`config.mk`:
```
export PLATFORM = sky130hd
export DESIGN_NAME = ehp_mem
export DESIGN_NICKNAME = d
export VERILOG_FILES = /design/src/hw/rtl/ehp_mem.sv
export SDC_FILE = /design/constraint.sdc
export NUM_CORES = 2
export LEC_CHECK = 0
export BUFFER_PORTS_ARGS = -buffer_cell sky130_fd_sc_hd__buf_2
export CAP_MARGIN = 20
export CELL_PAD_IN_SITES_DETAIL_PLACEMENT = 2
export CELL_PAD_IN_SITES_GLOBAL_PLACEMENT = 2
export CORE_MARGIN = 8
export CORE_UTILIZATION = 40
export DETAILED_ROUTE_END_ITERATION = 7
export GPL_ROUTABILITY_DRIVEN = 0
export HOLD_SLACK_MARGIN = 0.02
export PLACE_DENSITY = 0.65
export SLEW_MARGIN = 10
export SYNTH_ARGS = -nofsm -noshare
export SYNTH_HDL_FRONTEND = slang
export SYNTH_SLANG_ARGS = --single-unit
```
`constraint.sdc`:
```
create_clock -name clk -period 5.6 [get_ports clk]
set_clock_uncertainty 0.1 [all_clocks]
set_input_delay 0.84 -clock clk [delete_from_list [all_inputs] [get_ports clk]]
set_output_delay 0.84 -clock clk [all_outputs]
set_load 0.02 [all_outputs]
```
`src/hw/rtl/ehp_mem.sv`:
```
// ----------------------------------------------------------------------------
// ehp_mem
// Heap storage: one write port and two read ports with registered data.
// ----------------------------------------------------------------------------
module ehp_mem #(
  parameter int DEPTH = 64,
  parameter int WIDTH = 40
) (
  input  logic                     clk,
  input  logic                     we,
  input  logic [$clog2(DEPTH)-1:0] waddr,
  input  logic [WIDTH-1:0]         wdata,
  input  logic                     re,
  input  logic [$clog2(DEPTH)-1:0] raddr_a,
  input  logic [$clog2(DEPTH)-1:0] raddr_b,
  output logic [WIDTH-1:0]         rdata_a,
  output logic [WIDTH-1:0]         rdata_b
);

  logic [WIDTH-1:0] mem [DEPTH];

  always_ff @(posedge clk) begin
    if (we) begin
      mem[waddr] <= wdata;
    end
  end

  // Read data holds while no read is issued.
  always_ff @(posedge clk) begin
    if (re) begin
      rdata_a <= mem[raddr_a];
      rdata_b <= mem[raddr_b];
    end
  end

endmodule

```
==> flow_summary.json <==
{
  "status": "complete, no violations",
  "yosysTopAreaCellShare": 0.6589,
  "cts_tree": "yes",
  "dp_slack_ns": 1.336,
  "ios": 141,
  "drc": 0,
  "worstSetupPathType": "primary input to register",
  "worstHoldPathType": "primary input to register",
  "htreeDepth": 5,
  "hpwl_mm": 279.5,
  "arrival_ns": 3.89,
  "p_leak_nw": 42.91,
  "grt_max_degree": 72,
  "cts_made_buffers": 299,
  "synth-seq-cells": 2640,
  "drv_slew": 0,
  "clock-sinks": 2640,
  "antenna_found_initial": 61,
  "core_um2": 299500,
  "vias": 68553,
  "fp.dieH_um": 564.5,
  "cts_resized": 0,
  "drtAntennaViolNets": 0,
  "worst_slack_ns": 2.148,
  "drive_above_1_share": 0.4029,
  "peakVddDrop_v": 0.0002815,
  "synth_area_leaders": "edfxtp_1, mux4_2, mux2i_1, buf_2, mux2_2",
  "yosys.area.top_type": "edfxtp_1",
  "layout.nets": 5895,
  "cp_cell_sequence": "buf_8, buf_12, buf_4, mux4_2, a22oi_1, o221ai_1",
  "tns_ns": 0,
  "crit_path_start_kind": "primary input",
  "synthArstFlopShare": 0,
  "yosys-top-cells-count": "edfxtp_1, mux4_2, nand2_1, mux2i_1, clkbuf_1",
  "netlist_area_um2": 120300,
  "tightest_slew_ns": 1.267,
  "start_util": 0.4017,
  "worst-path-max-fanout": 61,
  "synth.distinct_cells": 36,
  "final-setup-viol-count": 0,
  "syn-num-nets": 5563,
  "io_buffer_count": 140,
  "grt-ovfl-total": 0,
  "required_ns": 6.04,
  "synthCells": 5502,
  "p_per_area_nw_per_um2": 325.6,
  "post-route-period-util": 0.6165,
  "path_clk_slew_ns": 0.06,
  "max_slew_margin": 0.1551,
  "drt_wl_total_mm": 468.2,
  "row_count": 201,
  "grtUsageTotal": 0.2903,
  "critPathMaxStageDelay_ns": 0.56,
  "hold_start": "wdata[36]",
  "power_mw": 44.86,
  "grt_pass1_vias": 71691,
  "rsz0062_at_grt": "false",
  "ys_warn_count": 0,
  "wl_per_cell_um": 46.42,
  "cp-end-kind": "register",
  "grt_pass1_wl_mm": 633.3,
  "clockBufferDepth": 4,
  "slowest_stage": "a22oi_1",
  "clk_latency_ns": 0.92,
  "drv_cap": 0,
  "drt_iter0_drc": 9543,
  "seq_area_frac_synth": 0.6589,
  "die_w_um": 564.5,
  "root_buffer": "clkbuf_16",
  "hold_viol": 0,
  "postLayoutCoreUtil": 0.4599,
  "vias_per_cell": 6.797,
  "cts_setup_buffers": 0,
  "die_area_um2": 318600,
  "crit_start": "raddr_a[2]",
  "r2r-start": "mem[8][39]$_DFFE_PP_",
  "synth_most_common_cell": "edfxtp_1",
  "max_freq_mhz": 289.7,
  "area_growth_syn_to_layout_pct": 14.48,
  "dominantRegCellSynth": "edfxtp_1",
  "synth_edf_count": 2640,
  "layout_min_cycle_time_ns": 3.452,
  "holdBufCountCts": 0,
  "dr.pass1.iters": 8,
  "avgSynthCellArea_um2": 21.87
}
-- placed cells by master, fill, tap and decap left out, drive strengths merged, types with 20 or more instances in the layout --
cell    count
edfxtp   2640
mux4     1436
buf       467
clkbuf    368
nand2     197
mux2i     192
clkinv    127
nor2      115
a21oi      73
mux2       70
diode      67
nand3      36
nor2b      36
o211ai     35
o22ai      35
a22oi      32
a32oi      31
o21ai      22
a211oi     20
-- kinds of logic (layout without fill, tap and decap cells) --
group	after synthesis	after routing	synth area share
simple gates	411	411	0.01447
flops	2640	2640	0.6589
compound gates	316	316	0.01837
other cells	0	67	0
mux	1698	1698	0.2913
buf+inv	437	996	0.01699
-- metrics by stage --
| stage | hold WS, ns | cells | instance area [um^2] |
|---|---|---|---|
| after floorplan | 0.6704 | 5502 | 120300 |
| after global placement | 0.7730 | 9466 | 127900 |
| after detailed placement | 0.7654 | 9468 | 128000 |
| after CTS | 0.4208 | 9996 | 137100 |
| after global routing | 0.1723 | 10062 | 137700 |
| final | 0.2074 | 10086 | 137800 |
-- final timing paths --
| kind | endpoint | depth (start not counted) | slack [ns] |
|---|---|---|---|
| setup reg to reg | rdata_a[39]$_DFFE_PP_ | 4 | 2.82 |
| hold / removal | mem[51][36]$_DFFE_PP_ | 1 | 0.21 |
| setup / recovery | rdata_a[39]$_DFFE_PP_ | 6 | 2.15 |
| hold reg to reg | rdata_a[19]$_DFFE_PP_ | 4 | 0.81 |
-- worst max-delay path, delay by kind of cell --
family / cells / cell delay [ns]
buffers and inverters: 3 / 1.29
multiplexers: 1 / 0.55
AO/OA/AOI/OAI: 2 / 0.94
-- area by class of cell --
type | instances | area (um^2)
Fill cell | 26144 | 161800
Sequential cell | 2640 | 79280
Multi-Input combinational cell | 2425 | 39540
Clock buffer | 368 | 7848
Tap cell | 3958 | 4952
Timing Repair Buffer | 467 | 4674
Clock inverter | 160 | 1287
Antenna cell | 67 | 167.7
Inverter | 1 | 8.758
-- power by group --
part           total [mW]  internal (mW)  leakage (nW)  switching [mW]
clock network        19.0           10.7          4.48            8.29
registers            22.2           22.0          23.8           0.208
logic                3.69           1.51          14.6            2.17
total                44.9           34.2          42.9            10.7
-- sequential cells by signal, indices dropped and copies added, names as in the netlist --
signal   count
mem       2560
rdata_a     40
rdata_b     40
-- metal layers --
metal  share of wire  vias up  wire length (um)  GRT usage
met3           0.095      842             44370    0.05935
met2            0.47     4107            222000     0.4654
li1                -    25086                 -          -
met1            0.38    38504            179000     0.3878
met4           0.048       14             22690     0.1252
met5         0.00019        -                90          0
Power figures use the tool's default switching activity.
