$ cat src/hw/rtl/ehp_pkg.sv
// ----------------------------------------------------------------------------
// ehp_pkg
// Shared types and codes of the expiry min-heap timer queue.
// ----------------------------------------------------------------------------
package ehp_pkg;

  // Port field widths, fixed by the stream word layout.
  localparam int ID_W   = 8;
  localparam int TIME_W = 32;
  localparam int HELD_W = 7;

  // At most this many expired entries are removed by one tick.
  localparam int MAX_OUT = 64;
  localparam int OUT_CW  = $clog2(MAX_OUT + 1);

  // Operation carried on the input side.
  localparam logic OP_INSERT = 1'b0;
  localparam logic OP_TICK   = 1'b1;

  // Result kinds.
  localparam logic [1:0] RK_INSERT  = 2'd0;
  localparam logic [1:0] RK_EXPIRED = 2'd1;
  localparam logic [1:0] RK_NONE    = 2'd2;

  typedef logic [ID_W-1:0]   port_id_t;
  typedef logic [TIME_W-1:0] port_time_t;
  typedef logic [HELD_W-1:0] held_t;

  typedef struct packed {
    logic [1:0] kind;
    port_id_t   id;
    logic       acc;
    held_t      held;
    logic       last;
  } res_t;

  typedef enum logic [3:0] {
    ST_IDLE,
    ST_SU_READ,
    ST_SU_CMP,
    ST_INS_FIN,
    ST_TK_READ,
    ST_TK_CMP,
    ST_SD_READ,
    ST_SD_CMP,
    ST_TK_FIN
  } state_t;

endpackage

$ cat src/hw/rtl/ehp_out.sv
// ----------------------------------------------------------------------------
// ehp_out
// Output register of the result stream and packing of the result word.
// ----------------------------------------------------------------------------
module ehp_out (
  input  logic          clk,
  input  logic          rst,
  input  logic          push,
  input  ehp_pkg::res_t res,
  output logic          free,
  output logic          m_axis_tvalid,
  input  logic          m_axis_tready,
  output logic [15:0]   m_axis_tdata,  // expired_id[7:0], insert_accepted, entries_held[6:0]
  output logic [1:0]    m_axis_tuser,  // result_kind[1:0]
  output logic          m_axis_tlast
);

  ehp_pkg::res_t hold;

  assign free = !m_axis_tvalid || m_axis_tready;

  always_ff @(posedge clk) begin
    if (rst) begin
      m_axis_tvalid <= 1'b0;
    end else if (push) begin
      m_axis_tvalid <= 1'b1;
    end else if (m_axis_tready) begin
      m_axis_tvalid <= 1'b0;
    end
  end

  always_ff @(posedge clk) begin
    if (push) begin
      hold <= res;
    end
  end

  assign m_axis_tdata = {hold.held, hold.acc, hold.id};
  assign m_axis_tuser = hold.kind;
  assign m_axis_tlast = hold.last;

endmodule

$ cat config.mk
export PLATFORM = sky130hd
export DESIGN_NAME = ehp_out
export DESIGN_NICKNAME = d
export VERILOG_FILES = /design/src/hw/rtl/ehp_pkg.sv /design/src/hw/rtl/ehp_out.sv
export SDC_FILE = /design/constraint.sdc
export NUM_CORES = 1
export LEC_CHECK = 0
export BUFFER_PORTS_ARGS = -buffer_cell sky130_fd_sc_hd__buf_2
export CAP_MARGIN = 10
export CELL_PAD_IN_SITES_DETAIL_PLACEMENT = 1
export CELL_PAD_IN_SITES_GLOBAL_PLACEMENT = 2
export CORE_MARGIN = 2
export CORE_UTILIZATION = 26
export DETAILED_ROUTE_END_ITERATION = 16
export PLACE_DENSITY_LB_ADDON = 0.2
export SLEW_MARGIN = 15
export SYNTH_ARGS = -nofsm -noshare
export SYNTH_HDL_FRONTEND = slang
export SYNTH_SLANG_ARGS = --single-unit
$ cat constraint.sdc
create_clock -name clk -period 1 [get_ports clk]
set_input_delay 0.05 -clock clk [delete_from_list [all_inputs] [get_ports clk]]
set_output_delay 0.05 -clock clk [all_outputs]
set_load 0.005 [all_outputs]
==> impl_results.md <==
* Syn Area/Cell at 26.8 µm²
* Die height at 52.7 µm
* RSZ-0062 raised after global routing: no
* Yosys top cell area share at 92.5%
* Crit-path slowest cell: dfxtp_1
* Overflow after GRT at 0
* WHS Endpoint: m_axis_tvalid$_SDFFE_PP0P_
* Via density at 3.85
* CP max FO at 2
* CP top delay family: flip-flops
* Cts bufs inserted at 3
* Commonest cells in the synthesized netlist: edfxtp_1 (19), a21oi_2 (1), dfxtp_1 (1), inv_1 (1), nand2b_4 (1)
* Placed cell area at 867 µm²
* Final setup vio count at 0
* Routability cong. at ~0.62
* Hold crit path type: in -> reg
* # rows at 17
* Final hold vios at 0
* Critical Path RT at ~950 ps
* Clock buffer depth at 2
* R2R Path End: m_axis_tvalid$_SDFFE_PP0P_
* Area grow syn2layout at 77.3%
* Post-synthesis sequential area ratio at 95.7%
* DR WL/cell at 10.4 µm
* Max stage delay on crit path at 390 ps
* H-tree levels at 1
* Worst Tran Pin Value at 421 ps
* Post-CTS Setup Repair Bufs at 0
* EDFF count, synth at 19
* Number of diodes at 0
* Design area at 1090 µm²
* Final period util at slightly above 90%
* Hold Startpoint: m_axis_tready
* Ranking of synthesized cells by area: edfxtp_1 (92%), dfxtp_1 (3.2%), nand2b_4 (2.2%)
* DRC violations left at 0
* CTS sink count at 20
* Ys async rst share at 0%
* Final setup margin at 91.0 ps
* Synth cell types at 5
* Crit path kind: reg -> out
* Vias in the first global route at 490
* Leakage power at between 0.0004 and 0.0005 µW
* Worst skew pair latency at ~280 ps
* Final nets at 114
* Placeable Area at 2230 µm²
* Register bit total from synthesis at 20
* R2r setup slk at around 380 ps
* Crit. End Element: output port
* First drt pass iteration count at 3
* First-pass GRT wire length at ~2000 µm
* Yosys top cell by area: edfxtp_1
* Chip Width at 52.7 µm
* Post_cts resized at 0
* Max frequency at 1100 MHz
* Synth Instances at 23
* Startpoint types: register
* DRT iter0 DRCs at 4
* Tot GR Track Use at 10.2%
* Initial antenna violation count at 0
* Die Footprint at 2780 µm²
* Slew Viols, Final at 0
* Maxcap violations at 0
* Most common cell in the netlist: edfxtp_1
* Largest net degree at the start of global routing at 21
* Pre-CTS WS at 207 ps
* Buffers on Ports at between 40 and 50
* Setup TNS at 0 ps
* Routed Antenna Nets at 0
* Post-cts hold buffer count at 20
* WP buf/inv at 1
* Final wirelength at around 1200 µm
* Outcome: complete, no violations
* Clk root buf: clkbuf_4
* Synthesis Warnings at 0
* Reg2reg start: m_axis_tvalid$_SDFFE_PP0P_
* Mapped Area at around 600 µm²
* Max_slew headroom at 72.0%
* Clock transition at the registers of the reported paths at around 100 ps
* TritonCTS clock tree: built
* Routed vias at 454
* WHS Path Cells at 3
* PD cells at 1440 nW/µm²
* IO Pins at 44
* Min Tclk post-route at just over 900 ps
* Arr. time, crit path at 860 ps
* Max VDD drop at 0.000734 V
* Syn_nets at 46
* Primary FF master, synth: edfxtp_1
* Initial core utilization at 27.6%
* Layout cells sized above 1 at 53.3%
* Cell Chain, Critical Path: nand2b_4 -> buf_2
* Final Skew at 0 ps
* R2R depth at 2
## layer usage
layer,vias up,GRT usage [%],part of all wire [%]
li1,222,-,-
met5,-,0,0
met2,25,20.0,60
met1,207,9.44,32
met4,0,5.13,0
met3,0,2.57,8.0
## cell families after synthesis
kind of cell / synth area share [%]
AO/OA/AOI/OAI: 1.42
flip-flops: 95.7
buffers and inverters: 0.608
AND/OR/NAND/NOR: 2.23
## flip-flops by register name (all words and copies together) (netlist names)
name           count
m_axis_tdata      16
m_axis_tuser       2
m_axis_tlast       1
m_axis_tvalid      1
## how the worst max path moves through the flow
stage | depth (start not counted) | from | end
floorplan | 2 | m_axis_tvalid$_SDFFE_PP0P_ | m_axis_tvalid$_SDFFE_PP0P_
global placement | 1 | push | m_axis_tdata[10]$_DFFE_PP_
detailed placement | 1 | push | m_axis_tuser[1]$_DFFE_PP_
CTS | 2 | m_axis_tvalid$_SDFFE_PP0P_ | free
global route | 2 | m_axis_tvalid$_SDFFE_PP0P_ | free
finish | 2 | m_axis_tvalid$_SDFFE_PP0P_ | free
## final cells by class
type	count	area, µm²
clock buffer	4	26.3
sequential	20	591
tap	28	35.0
timing repair buffer	63	415
multi-input combinational	2	22.5
inverter	1	3.75
fill	240	1140
## cells in the final DEF (no fill, tap or decap), drive strengths merged
| master | netlist | final |
|---|---|---|
| a21oi | 1 | 1 |
| buf | 0 | 43 |
| clkbuf | 0 | 4 |
| dfxtp | 1 | 1 |
| dlygate4sd3 | 0 | 20 |
| edfxtp | 19 | 19 |
| inv | 1 | 1 |
| nand2b | 1 | 1 |
## metrics by stage
stage               utilization [%]  cells  total power [µW]  hold WS (ps)
global route                   49.0    118              1660          17.6
floorplan                         -     23              1040           112
detailed placement             38.8     94              1160           214
finish                         49.0    118              1570          33.4
global placement               38.8     94              1160           211
CTS                            49.0    118              1600          16.5
## worst min-delay path: cells and delay by family
kind	cells	cell delay [ps]
buffers and inverters	1	80
and+or+nand+nor	1	110
AOI/OAI and AO/OA	1	40
## where the power goes
part	internal, µW	total [µW]	switching, µW
Clock	155	375	220
Combinational	126	192	66.4
Sequential	987	1000	15.8
Power figures use the tool's default switching activity.
