$ cat src/hw/rtl/ehp_pkg.sv
// ----------------------------------------------------------------------------
// ehp_pkg
// Shared types and codes of the expiry min-heap timer queue.
// ----------------------------------------------------------------------------
package ehp_pkg;

  // Port field widths, fixed by the stream word layout.
  localparam int ID_W   = 8;
  localparam int TIME_W = 32;
  localparam int HELD_W = 7;

  // At most this many expired entries are removed by one tick.
  localparam int MAX_OUT = 64;
  localparam int OUT_CW  = $clog2(MAX_OUT + 1);

  // Operation carried on the input side.
  localparam logic OP_INSERT = 1'b0;
  localparam logic OP_TICK   = 1'b1;

  // Result kinds.
  localparam logic [1:0] RK_INSERT  = 2'd0;
  localparam logic [1:0] RK_EXPIRED = 2'd1;
  localparam logic [1:0] RK_NONE    = 2'd2;

  typedef logic [ID_W-1:0]   port_id_t;
  typedef logic [TIME_W-1:0] port_time_t;
  typedef logic [HELD_W-1:0] held_t;

  typedef struct packed {
    logic [1:0] kind;
    port_id_t   id;
    logic       acc;
    held_t      held;
    logic       last;
  } res_t;

  typedef enum logic [3:0] {
    ST_IDLE,
    ST_SU_READ,
    ST_SU_CMP,
    ST_INS_FIN,
    ST_TK_READ,
    ST_TK_CMP,
    ST_SD_READ,
    ST_SD_CMP,
    ST_TK_FIN
  } state_t;

endpackage

$ cat src/hw/rtl/ehp_ctrl.sv
// ----------------------------------------------------------------------------
// ehp_ctrl
// Sequencer of the heap: sift-up on insert, root removal and sift-down on tick.
// ----------------------------------------------------------------------------
module ehp_ctrl #(
  parameter int HEAP_DEPTH = 64,
  parameter int ID_WIDTH   = 8,
  parameter int TIME_WIDTH = 32
) (
  input  logic                          clk,
  input  logic                          rst,
  input  logic                          in_valid,
  output logic                          in_ready,
  input  logic                          in_op,
  input  ehp_pkg::port_id_t             in_id,
  input  ehp_pkg::port_time_t           in_time,
  output logic                          mem_we,
  output logic [$clog2(HEAP_DEPTH)-1:0] mem_waddr,
  output logic [TIME_WIDTH+ID_WIDTH-1:0] mem_wdata,
  output logic                          mem_re,
  output logic [$clog2(HEAP_DEPTH)-1:0] mem_raddr_a,
  output logic [$clog2(HEAP_DEPTH)-1:0] mem_raddr_b,
  input  logic [TIME_WIDTH+ID_WIDTH-1:0] mem_rdata_a,
  input  logic [TIME_WIDTH+ID_WIDTH-1:0] mem_rdata_b,
  input  logic                          out_free,
  output logic                          out_push,
  output ehp_pkg::res_t                 out_res
);

  localparam int AW = $clog2(HEAP_DEPTH);
  localparam int CW = $clog2(HEAP_DEPTH + 1);
  localparam int XW = AW + 2;

  ehp_pkg::state_t state, state_next;

  logic [CW-1:0]                 count;
  logic [AW-1:0]                 pos;
  logic [TIME_WIDTH-1:0]         cur_time;
  logic [ID_WIDTH-1:0]           cur_id;
  logic [TIME_WIDTH-1:0]         tick_time;
  logic [ehp_pkg::OUT_CW-1:0]    n_out;
  logic                          pend_valid;
  logic [ID_WIDTH-1:0]           pend_id;
  logic [CW-1:0]                 pend_held;
  logic                          ins_ok;

  logic [TIME_WIDTH-1:0] a_time, b_time;
  logic [ID_WIDTH-1:0]   a_id, b_id;
  logic [AW-1:0]         par_addr;
  logic [XW-1:0]         l_idx, r_idx, count_x;
  logic                  l_valid, r_valid;
  logic                  take_r;
  logic [TIME_WIDTH-1:0] child_time;
  logic [ID_WIDTH-1:0]   child_id;
  logic [AW-1:0]         child_pos;
  logic [CW-1:0]         count_m1;
  logic                  is_full, more, expired;

  assign a_time = mem_rdata_a[TIME_WIDTH+ID_WIDTH-1:ID_WIDTH];
  assign a_id   = mem_rdata_a[ID_WIDTH-1:0];
  assign b_time = mem_rdata_b[TIME_WIDTH+ID_WIDTH-1:ID_WIDTH];
  assign b_id   = mem_rdata_b[ID_WIDTH-1:0];

  assign par_addr = (pos - AW'(1)) >> 1;
  assign l_idx    = {1'b0, pos, 1'b1};
  assign r_idx    = l_idx + XW'(1);
  assign count_x  = XW'(count);
  assign l_valid  = l_idx < count_x;
  assign r_valid  = r_idx < count_x;

  // The right child wins only when strictly smaller than the left.
  assign take_r     = r_valid && (b_time < a_time);
  assign child_time = take_r ? b_time : a_time;
  assign child_id   = take_r ? b_id : a_id;
  assign child_pos  = take_r ? r_idx[AW-1:0] : l_idx[AW-1:0];

  assign count_m1 = count - CW'(1);
  assign is_full  = count == CW'(HEAP_DEPTH);
  assign more     = (count != '0) && (n_out != ehp_pkg::OUT_CW'(ehp_pkg::MAX_OUT));
  assign expired  = a_time <= tick_time;

  // Next state.
  always_comb begin
    state_next = state;
    case (state)
      ehp_pkg::ST_IDLE: begin
        if (in_valid) begin
          if (in_op == ehp_pkg::OP_TICK) begin
            state_next = ehp_pkg::ST_TK_READ;
          end else if (is_full) begin
            state_next = ehp_pkg::ST_INS_FIN;
          end else begin
            state_next = ehp_pkg::ST_SU_READ;
          end
        end
      end
      ehp_pkg::ST_SU_READ: begin
        state_next = (pos == '0) ? ehp_pkg::ST_INS_FIN : ehp_pkg::ST_SU_CMP;
      end
      ehp_pkg::ST_SU_CMP: begin
        state_next = (cur_time >= a_time) ? ehp_pkg::ST_INS_FIN : ehp_pkg::ST_SU_READ;
      end
      ehp_pkg::ST_INS_FIN: begin
        if (out_free) begin
          state_next = ehp_pkg::ST_IDLE;
        end
      end
      ehp_pkg::ST_TK_READ: begin
        state_next = more ? ehp_pkg::ST_TK_CMP : ehp_pkg::ST_TK_FIN;
      end
      ehp_pkg::ST_TK_CMP: begin
        if (!expired) begin
          state_next = ehp_pkg::ST_TK_FIN;
        end else if (!pend_valid || out_free) begin
          state_next = ehp_pkg::ST_SD_READ;
        end
      end
      ehp_pkg::ST_SD_READ: begin
        state_next = l_valid ? ehp_pkg::ST_SD_CMP : ehp_pkg::ST_TK_READ;
      end
      ehp_pkg::ST_SD_CMP: begin
        state_next = (cur_time <= child_time) ? ehp_pkg::ST_TK_READ : ehp_pkg::ST_SD_READ;
      end
      ehp_pkg::ST_TK_FIN: begin
        if (out_free) begin
          state_next = ehp_pkg::ST_IDLE;
        end
      end
      default: state_next = ehp_pkg::ST_IDLE;
    endcase
  end

  // Memory accesses and result pushes.
  always_comb begin
    in_ready    = 1'b0;
    mem_we      = 1'b0;
    mem_waddr   = pos;
    mem_wdata   = {cur_time, cur_id};
    mem_re      = 1'b0;
    mem_raddr_a = '0;
    mem_raddr_b = '0;
    out_push    = 1'b0;
    out_res     = '0;
    case (state)
      ehp_pkg::ST_IDLE: begin
        in_ready = 1'b1;
      end
      ehp_pkg::ST_SU_READ: begin
        if (pos == '0) begin
          mem_we = 1'b1;
        end else begin
          mem_re      = 1'b1;
          mem_raddr_a = par_addr;
        end
      end
      ehp_pkg::ST_SU_CMP: begin
        mem_we = 1'b1;
        if (cur_time < a_time) begin
          mem_wdata = mem_rdata_a;
        end
      end
      ehp_pkg::ST_INS_FIN: begin
        out_push     = out_free;
        out_res.kind = ehp_pkg::RK_INSERT;
        out_res.acc  = ins_ok;
        out_res.held = ehp_pkg::held_t'(count);
        out_res.last = 1'b1;
      end
      ehp_pkg::ST_TK_READ: begin
        if (more) begin
          mem_re      = 1'b1;
          mem_raddr_b = count_m1[AW-1:0];
        end
      end
      ehp_pkg::ST_TK_CMP: begin
        // The word held back is sent once the next root proves expired too.
        out_push     = expired && pend_valid && out_free;
        out_res.kind = ehp_pkg::RK_EXPIRED;
        out_res.id   = ehp_pkg::port_id_t'(pend_id);
        out_res.held = ehp_pkg::held_t'(pend_held);
      end
      ehp_pkg::ST_SD_READ: begin
        if (l_valid) begin
          mem_re      = 1'b1;
          mem_raddr_a = l_idx[AW-1:0];
          mem_raddr_b = r_valid ? r_idx[AW-1:0] : l_idx[AW-1:0];
        end else begin
          mem_we = 1'b1;
        end
      end
      ehp_pkg::ST_SD_CMP: begin
        mem_we = 1'b1;
        if (cur_time > child_time) begin
          mem_wdata = {child_time, child_id};
        end
      end
      ehp_pkg::ST_TK_FIN: begin
        out_push     = out_free;
        out_res.last = 1'b1;
        if (pend_valid) begin
          out_res.kind = ehp_pkg::RK_EXPIRED;
          out_res.id   = ehp_pkg::port_id_t'(pend_id);
          out_res.held = ehp_pkg::held_t'(pend_held);
        end else begin
          out_res.kind = ehp_pkg::RK_NONE;
          out_res.held = ehp_pkg::held_t'(count);
        end
      end
      default: begin
        in_ready = 1'b0;
      end
    endcase
  end

  always_ff @(posedge clk) begin
    if (rst) begin
      state      <= ehp_pkg::ST_IDLE;
      count      <= '0;
      pend_valid <= 1'b0;
    end else begin
      state <= state_next;
      case (state)
        ehp_pkg::ST_IDLE: begin
          if (in_valid && in_op == ehp_pkg::OP_TICK) begin
            pend_valid <= 1'b0;
          end else if (in_valid && !is_full) begin
            count <= count + CW'(1);
          end
        end
        ehp_pkg::ST_TK_CMP: begin
          if (expired && (!pend_valid || out_free)) begin
            pend_valid <= 1'b1;
            count      <= count_m1;
          end
        end
        default: begin
          count <= count;
        end
      endcase
    end
  end

  always_ff @(posedge clk) begin
    case (state)
      ehp_pkg::ST_IDLE: begin
        if (in_valid) begin
          if (in_op == ehp_pkg::OP_TICK) begin
            tick_time <= TIME_WIDTH'(in_time);
            n_out     <= '0;
          end else begin
            ins_ok   <= !is_full;
            cur_time <= TIME_WIDTH'(in_time);
            cur_id   <= ID_WIDTH'(in_id);
            pos      <= count[AW-1:0];
          end
        end
      end
      ehp_pkg::ST_SU_CMP: begin
        if (cur_time < a_time) begin
          pos <= par_addr;
        end
      end
      ehp_pkg::ST_TK_CMP: begin
        if (expired && (!pend_valid || out_free)) begin
          pend_id   <= a_id;
          pend_held <= count_m1;
          n_out     <= n_out + ehp_pkg::OUT_CW'(1);
          // The last leaf becomes the hole's occupant, starting at the root.
          cur_time  <= b_time;
          cur_id    <= b_id;
          pos       <= '0;
        end
      end
      ehp_pkg::ST_SD_CMP: begin
        if (cur_time > child_time) begin
          pos <= child_pos;
        end
      end
      default: begin
        pos <= pos;
      end
    endcase
  end

endmodule

$ cat config.mk
export PLATFORM = sky130hd
export DESIGN_NAME = ehp_ctrl
export DESIGN_NICKNAME = d
export VERILOG_FILES = /design/src/hw/rtl/ehp_pkg.sv /design/src/hw/rtl/ehp_ctrl.sv
export SDC_FILE = /design/constraint.sdc
export NUM_CORES = 1
export LEC_CHECK = 0
export BUFFER_PORTS_ARGS = -buffer_cell sky130_fd_sc_hd__buf_2
export CORE_UTILIZATION = 30
export DETAILED_ROUTE_END_ITERATION = 10
export PLACE_DENSITY = 0.58
export REMOVE_ABC_BUFFERS = 1
export SETUP_SLACK_MARGIN = 0.05
export SYNTH_ARGS = -nofsm -noshare
export SYNTH_HDL_FRONTEND = slang
export SYNTH_SLANG_ARGS = --single-unit
$ cat constraint.sdc
create_clock -name clk -period 7.41 [get_ports clk]
set_clock_uncertainty 0.15 [all_clocks]
set_input_delay 1.482 -clock clk [delete_from_list [all_inputs] [get_ports clk]]
set_output_delay 1.482 -clock clk [all_outputs]
set_load 0.05 [all_outputs]
==> summary.md <==
| Metric | Value |
|---|---|
| Metal1 wirelength | 15500 microns |
| Slew of the pin with the lowest slew margin | 1.082 ns |
| Top_reg_cell synth | edfxtp_1 |
| Synth area leader | edfxtp_1 |
| Worst Path Max Fanout | 8 |
| Fin nets | 1638 |
| Part of the cycle the worst path needs | 1.008 |
| Ys Warns | 0 |
| Endpoints failing hold | 0 |
| HPWL Detailed | 25230 microns |
| Final hold slack | 0.4601 ns |
| Sequential area share after synthesis | 0.3340 |
| # setup viols final | 6 |
| Maxcap violations | 0 |
| Antenna Nets Post-Route | 0 |
| GPL Wtd Cong | 0.8981 |
| Post-synthesis register bit count | 113 |
| Final wirelength | 33730 microns |
| Worst skew pair latency | 0.43 ns |
| Largest net degree at the start of global routing | 58 |
| Routed len/inst | 18.57 microns |
| Final Max Slew Viols | 0 |
| Total power | 5.654 mW |
| Final instance area | 0.01346 sq mm |
| Mean post-synth cell area | 9.107 sq um |
| Hold Crit Class | reg -> reg |
| H-tree depth | 4 |
| Asr flop ratio synth | 0 |
| CTS tree | yes |
| Worst-path clk slew | 0.06 ns |
| PwrDens | 420.1 mW/mm^2 |
| First-pass GRT wire length | 51580 microns |
| CP max stage delay | 0.38 ns |
| Vias per inst | 5.142 |
| Share of the synthesized area in the top cell type | 0.3095 |
| Most frequent cells in the layout | 176 x nand2_1, 158 x buf_2, 131 x ha_1, 101 x edfxtp_1, 91 x buf_4 |
| Commonest non-fill, non-tap cell in the layout | nand2_1 |
| CP arrival | 5.84 ns |
| P_int | 2.925 mW |
| Site row count | 65 |
| Crit path top cell by count | buf_4 |
| Die H | 182.7 microns |
| Largest cells by area after synthesis | edfxtp_1 31%, ha_1 19%, nand2_1 6.7% |
| Post-Synthesis Cells | 1076 |
| Required @ worst endpoint | 5.78 ns |
| Gr usage total | 0.2014 |
| Via count | 9337 |
| Worst setup margin | -0.05792 ns |
| Failing checks | setup timing |
| DR DRC count | 0 |
| Core area | 0.03188 sq mm |
| Cts hold-fix bufs | 0 |
| Slowest CP cell | nor4_4 |
| Crit path time final | 7.468 ns |
| Die width | 182.7 microns |
| Vias in the first global route | 9292 |
| Mapped Area | 0.009799 sq mm |
| Area Overhead vs Synth | 37.35% |
| Total CTS buffers | 17 |
| CTS sink cnt | 113 |
| Clk buf depth | 2 |
| Remaining Overflow, GRT | 0 |
| DR iter-0 viols | 604 |
| Placed Area | 0.01193 sq mm |
| Ports | 206 |
| RSZ-0062 raised after global routing | true |
| Met2 wire len | 15800 microns |
| CP Launch Type | primary input |
| Switching pwr | 2.729 mW |
| Initial Util | 0.3074 |
| Initial antenna violation count | 3 |
| Top sig layer | met5 |
| Port bufs | 205 |
| Max VDD drop | 0.0001935 V |
| Switching share of total power | 0.4826 |
| Outcome | finished, violations left |
| Setup CP Type | in -> out |
| Pre-antenna DRT Iters | 5 |
| CP endpoint kind | output port |
| DIE AREA | 0.03339 sq mm |
| Clock power share | 0.144 |
| Layout Utilization | 0.4222 |
| Seq pwr share | 0.212 |
| Pleak | 6.189 nW |
| Synth unique cells | 74 |
| CTS Root Cell | clkbuf_16 |
| EDFF count, synth | 101 |
| Met3 Routed Length | 1702 microns |
| Gate power share | 0.644 |
| Share of cells above drive strength 1 | 0.3017 |
| Slew HR | 0.2760 |
| Fmax | 0.1339 GHz |
| Crit-path cells | buf_8, inv_4, ha_4, a21o_1, a21o_1, a211o_1, o311ai_2, buf_4, nand2_8, buf_12, buf_16, mux2i_2, ha_1, nand4_1, nor4_4, and3_4, a31oi_4, buf_4, o31a_1, and4_4, buf_4, and2_1, a221o_2, buf_12 |
metrics by stage:
step / worst slack (ns) / setup TNS (ns) / std cells
2_1_floorplan: -1.071 / -42.83 / 1035
3_3_place_gp: -0.2600 / -7.771 / 1758
3_5_place_dp: -0.2671 / -7.925 / 1758
4_1_cts: 0.01940 / 0 / 1807
5_1_grt: -0.2153 / -5.655 / 1815
6_report: -0.05792 / -0.1235 / 1816
final cells by class:
cell class	instances	area (sq um)
diodes	2	5.005
clock buffers	21	504.2
clock inverters	11	72.57
fillers	3259	18420
inverters	84	320.3
multi-input cells	838	6414
flip-flops and latches	113	3273
well taps	435	544.3
repair buffers	312	2326
state kept, by name, summed over array words and instances, names as in the netlist:
name	cells
tick_time	32
cur_id	8
n_out	7
mem_waddr	6
pend_valid	1
state	4
pend_id	8
ins_ok	1
pend_held	7
count	7
cur_time	32
power by group through the flow:
stage	Sequential, mW	Combinational [mW]	Clock [mW]
3_5_place_dp	1.21	3.08	0
5_1_grt	1.23	3.92	0.855
2_1_floorplan	1.21	2.11	0
6_report	1.20	3.64	0.815
4_1_cts	1.20	3.42	0.827
3_3_place_gp	1.21	3.04	0
cell families (layout without fill, tap and decap cells):
group | count (synthesis) | count (layout) | share of synthesized area
AOI/OAI and AO/OA | 221 | 221 | 0.1645
xor gates and xnor gates | 29 | 29 | 0.02592
adders and majority gates | 147 | 147 | 0.1877
buffers and inverters | 125 | 428 | 0.05197
DFF | 113 | 113 | 0.3340
muxes | 34 | 34 | 0.03486
other | 0 | 2 | 0
and+or+nand+nor | 407 | 407 | 0.2011
worst paths after layout:
kind                            slack, ns  depth (start not counted)            start           end
worst max-delay path                -0.06                         24  mem_rdata_a[21]  mem_wdata[8]
worst max register to register       2.22                         24     mem_waddr[1]  mem_waddr[0]
worst min register to register       0.46                          2         n_out[6]      n_out[6]
worst min-delay path                 0.46                          2         n_out[6]      n_out[6]
critical path: cells and delay by family:
kind	cells	cell delay [ns]
adder cells (fa/ha/maj)	2	0.49
AND/OR/NAND/NOR	6	1.26
multiplexers	1	0.15
AO/OA/AOI/OAI	7	1.37
buffers and inverters	8	1.09
Yosys cell counts, types with 6 or more instances:
| cell type | number |
|---|---|
| mux2i_1 | 33 |
| o21ai_0 | 38 |
| dfxtp_1 | 12 |
| nand2_1 | 176 |
| xnor2_1 | 20 |
| nand3_1 | 24 |
| inv_1 | 84 |
| nor2b_1 | 12 |
| and2_1 | 53 |
| o211ai_1 | 6 |
| a211oi_1 | 8 |
| a21oi_1 | 62 |
| nor4_1 | 7 |
| edfxtp_1 | 101 |
| nor3_1 | 15 |
| xor2_1 | 9 |
| a221o_1 | 41 |
| a22o_1 | 7 |
| clkbuf_1 | 27 |
| nand2b_1 | 13 |
| ha_1 | 147 |
| a21o_1 | 12 |
| nor2_1 | 54 |
| nand4_1 | 26 |
per-layer routing:
metal,vias to the layer above,GRT usage
li1,4533,-
met1,4454,0.2715
met2,305,0.3246
met3,43,0.03336
met4,2,0.07092
met5,-,0
what timing repair did:
item / 4_1_cts / 5_1_grt
gates resized for setup: 91 / 96
endpoints found under the setup margin: 40 / 40
gates cloned: 4 / 1
pin swaps: 31 / 34
setup buffers: 14 / 6
No activity file was read; power rests on OpenSTA's default activity.
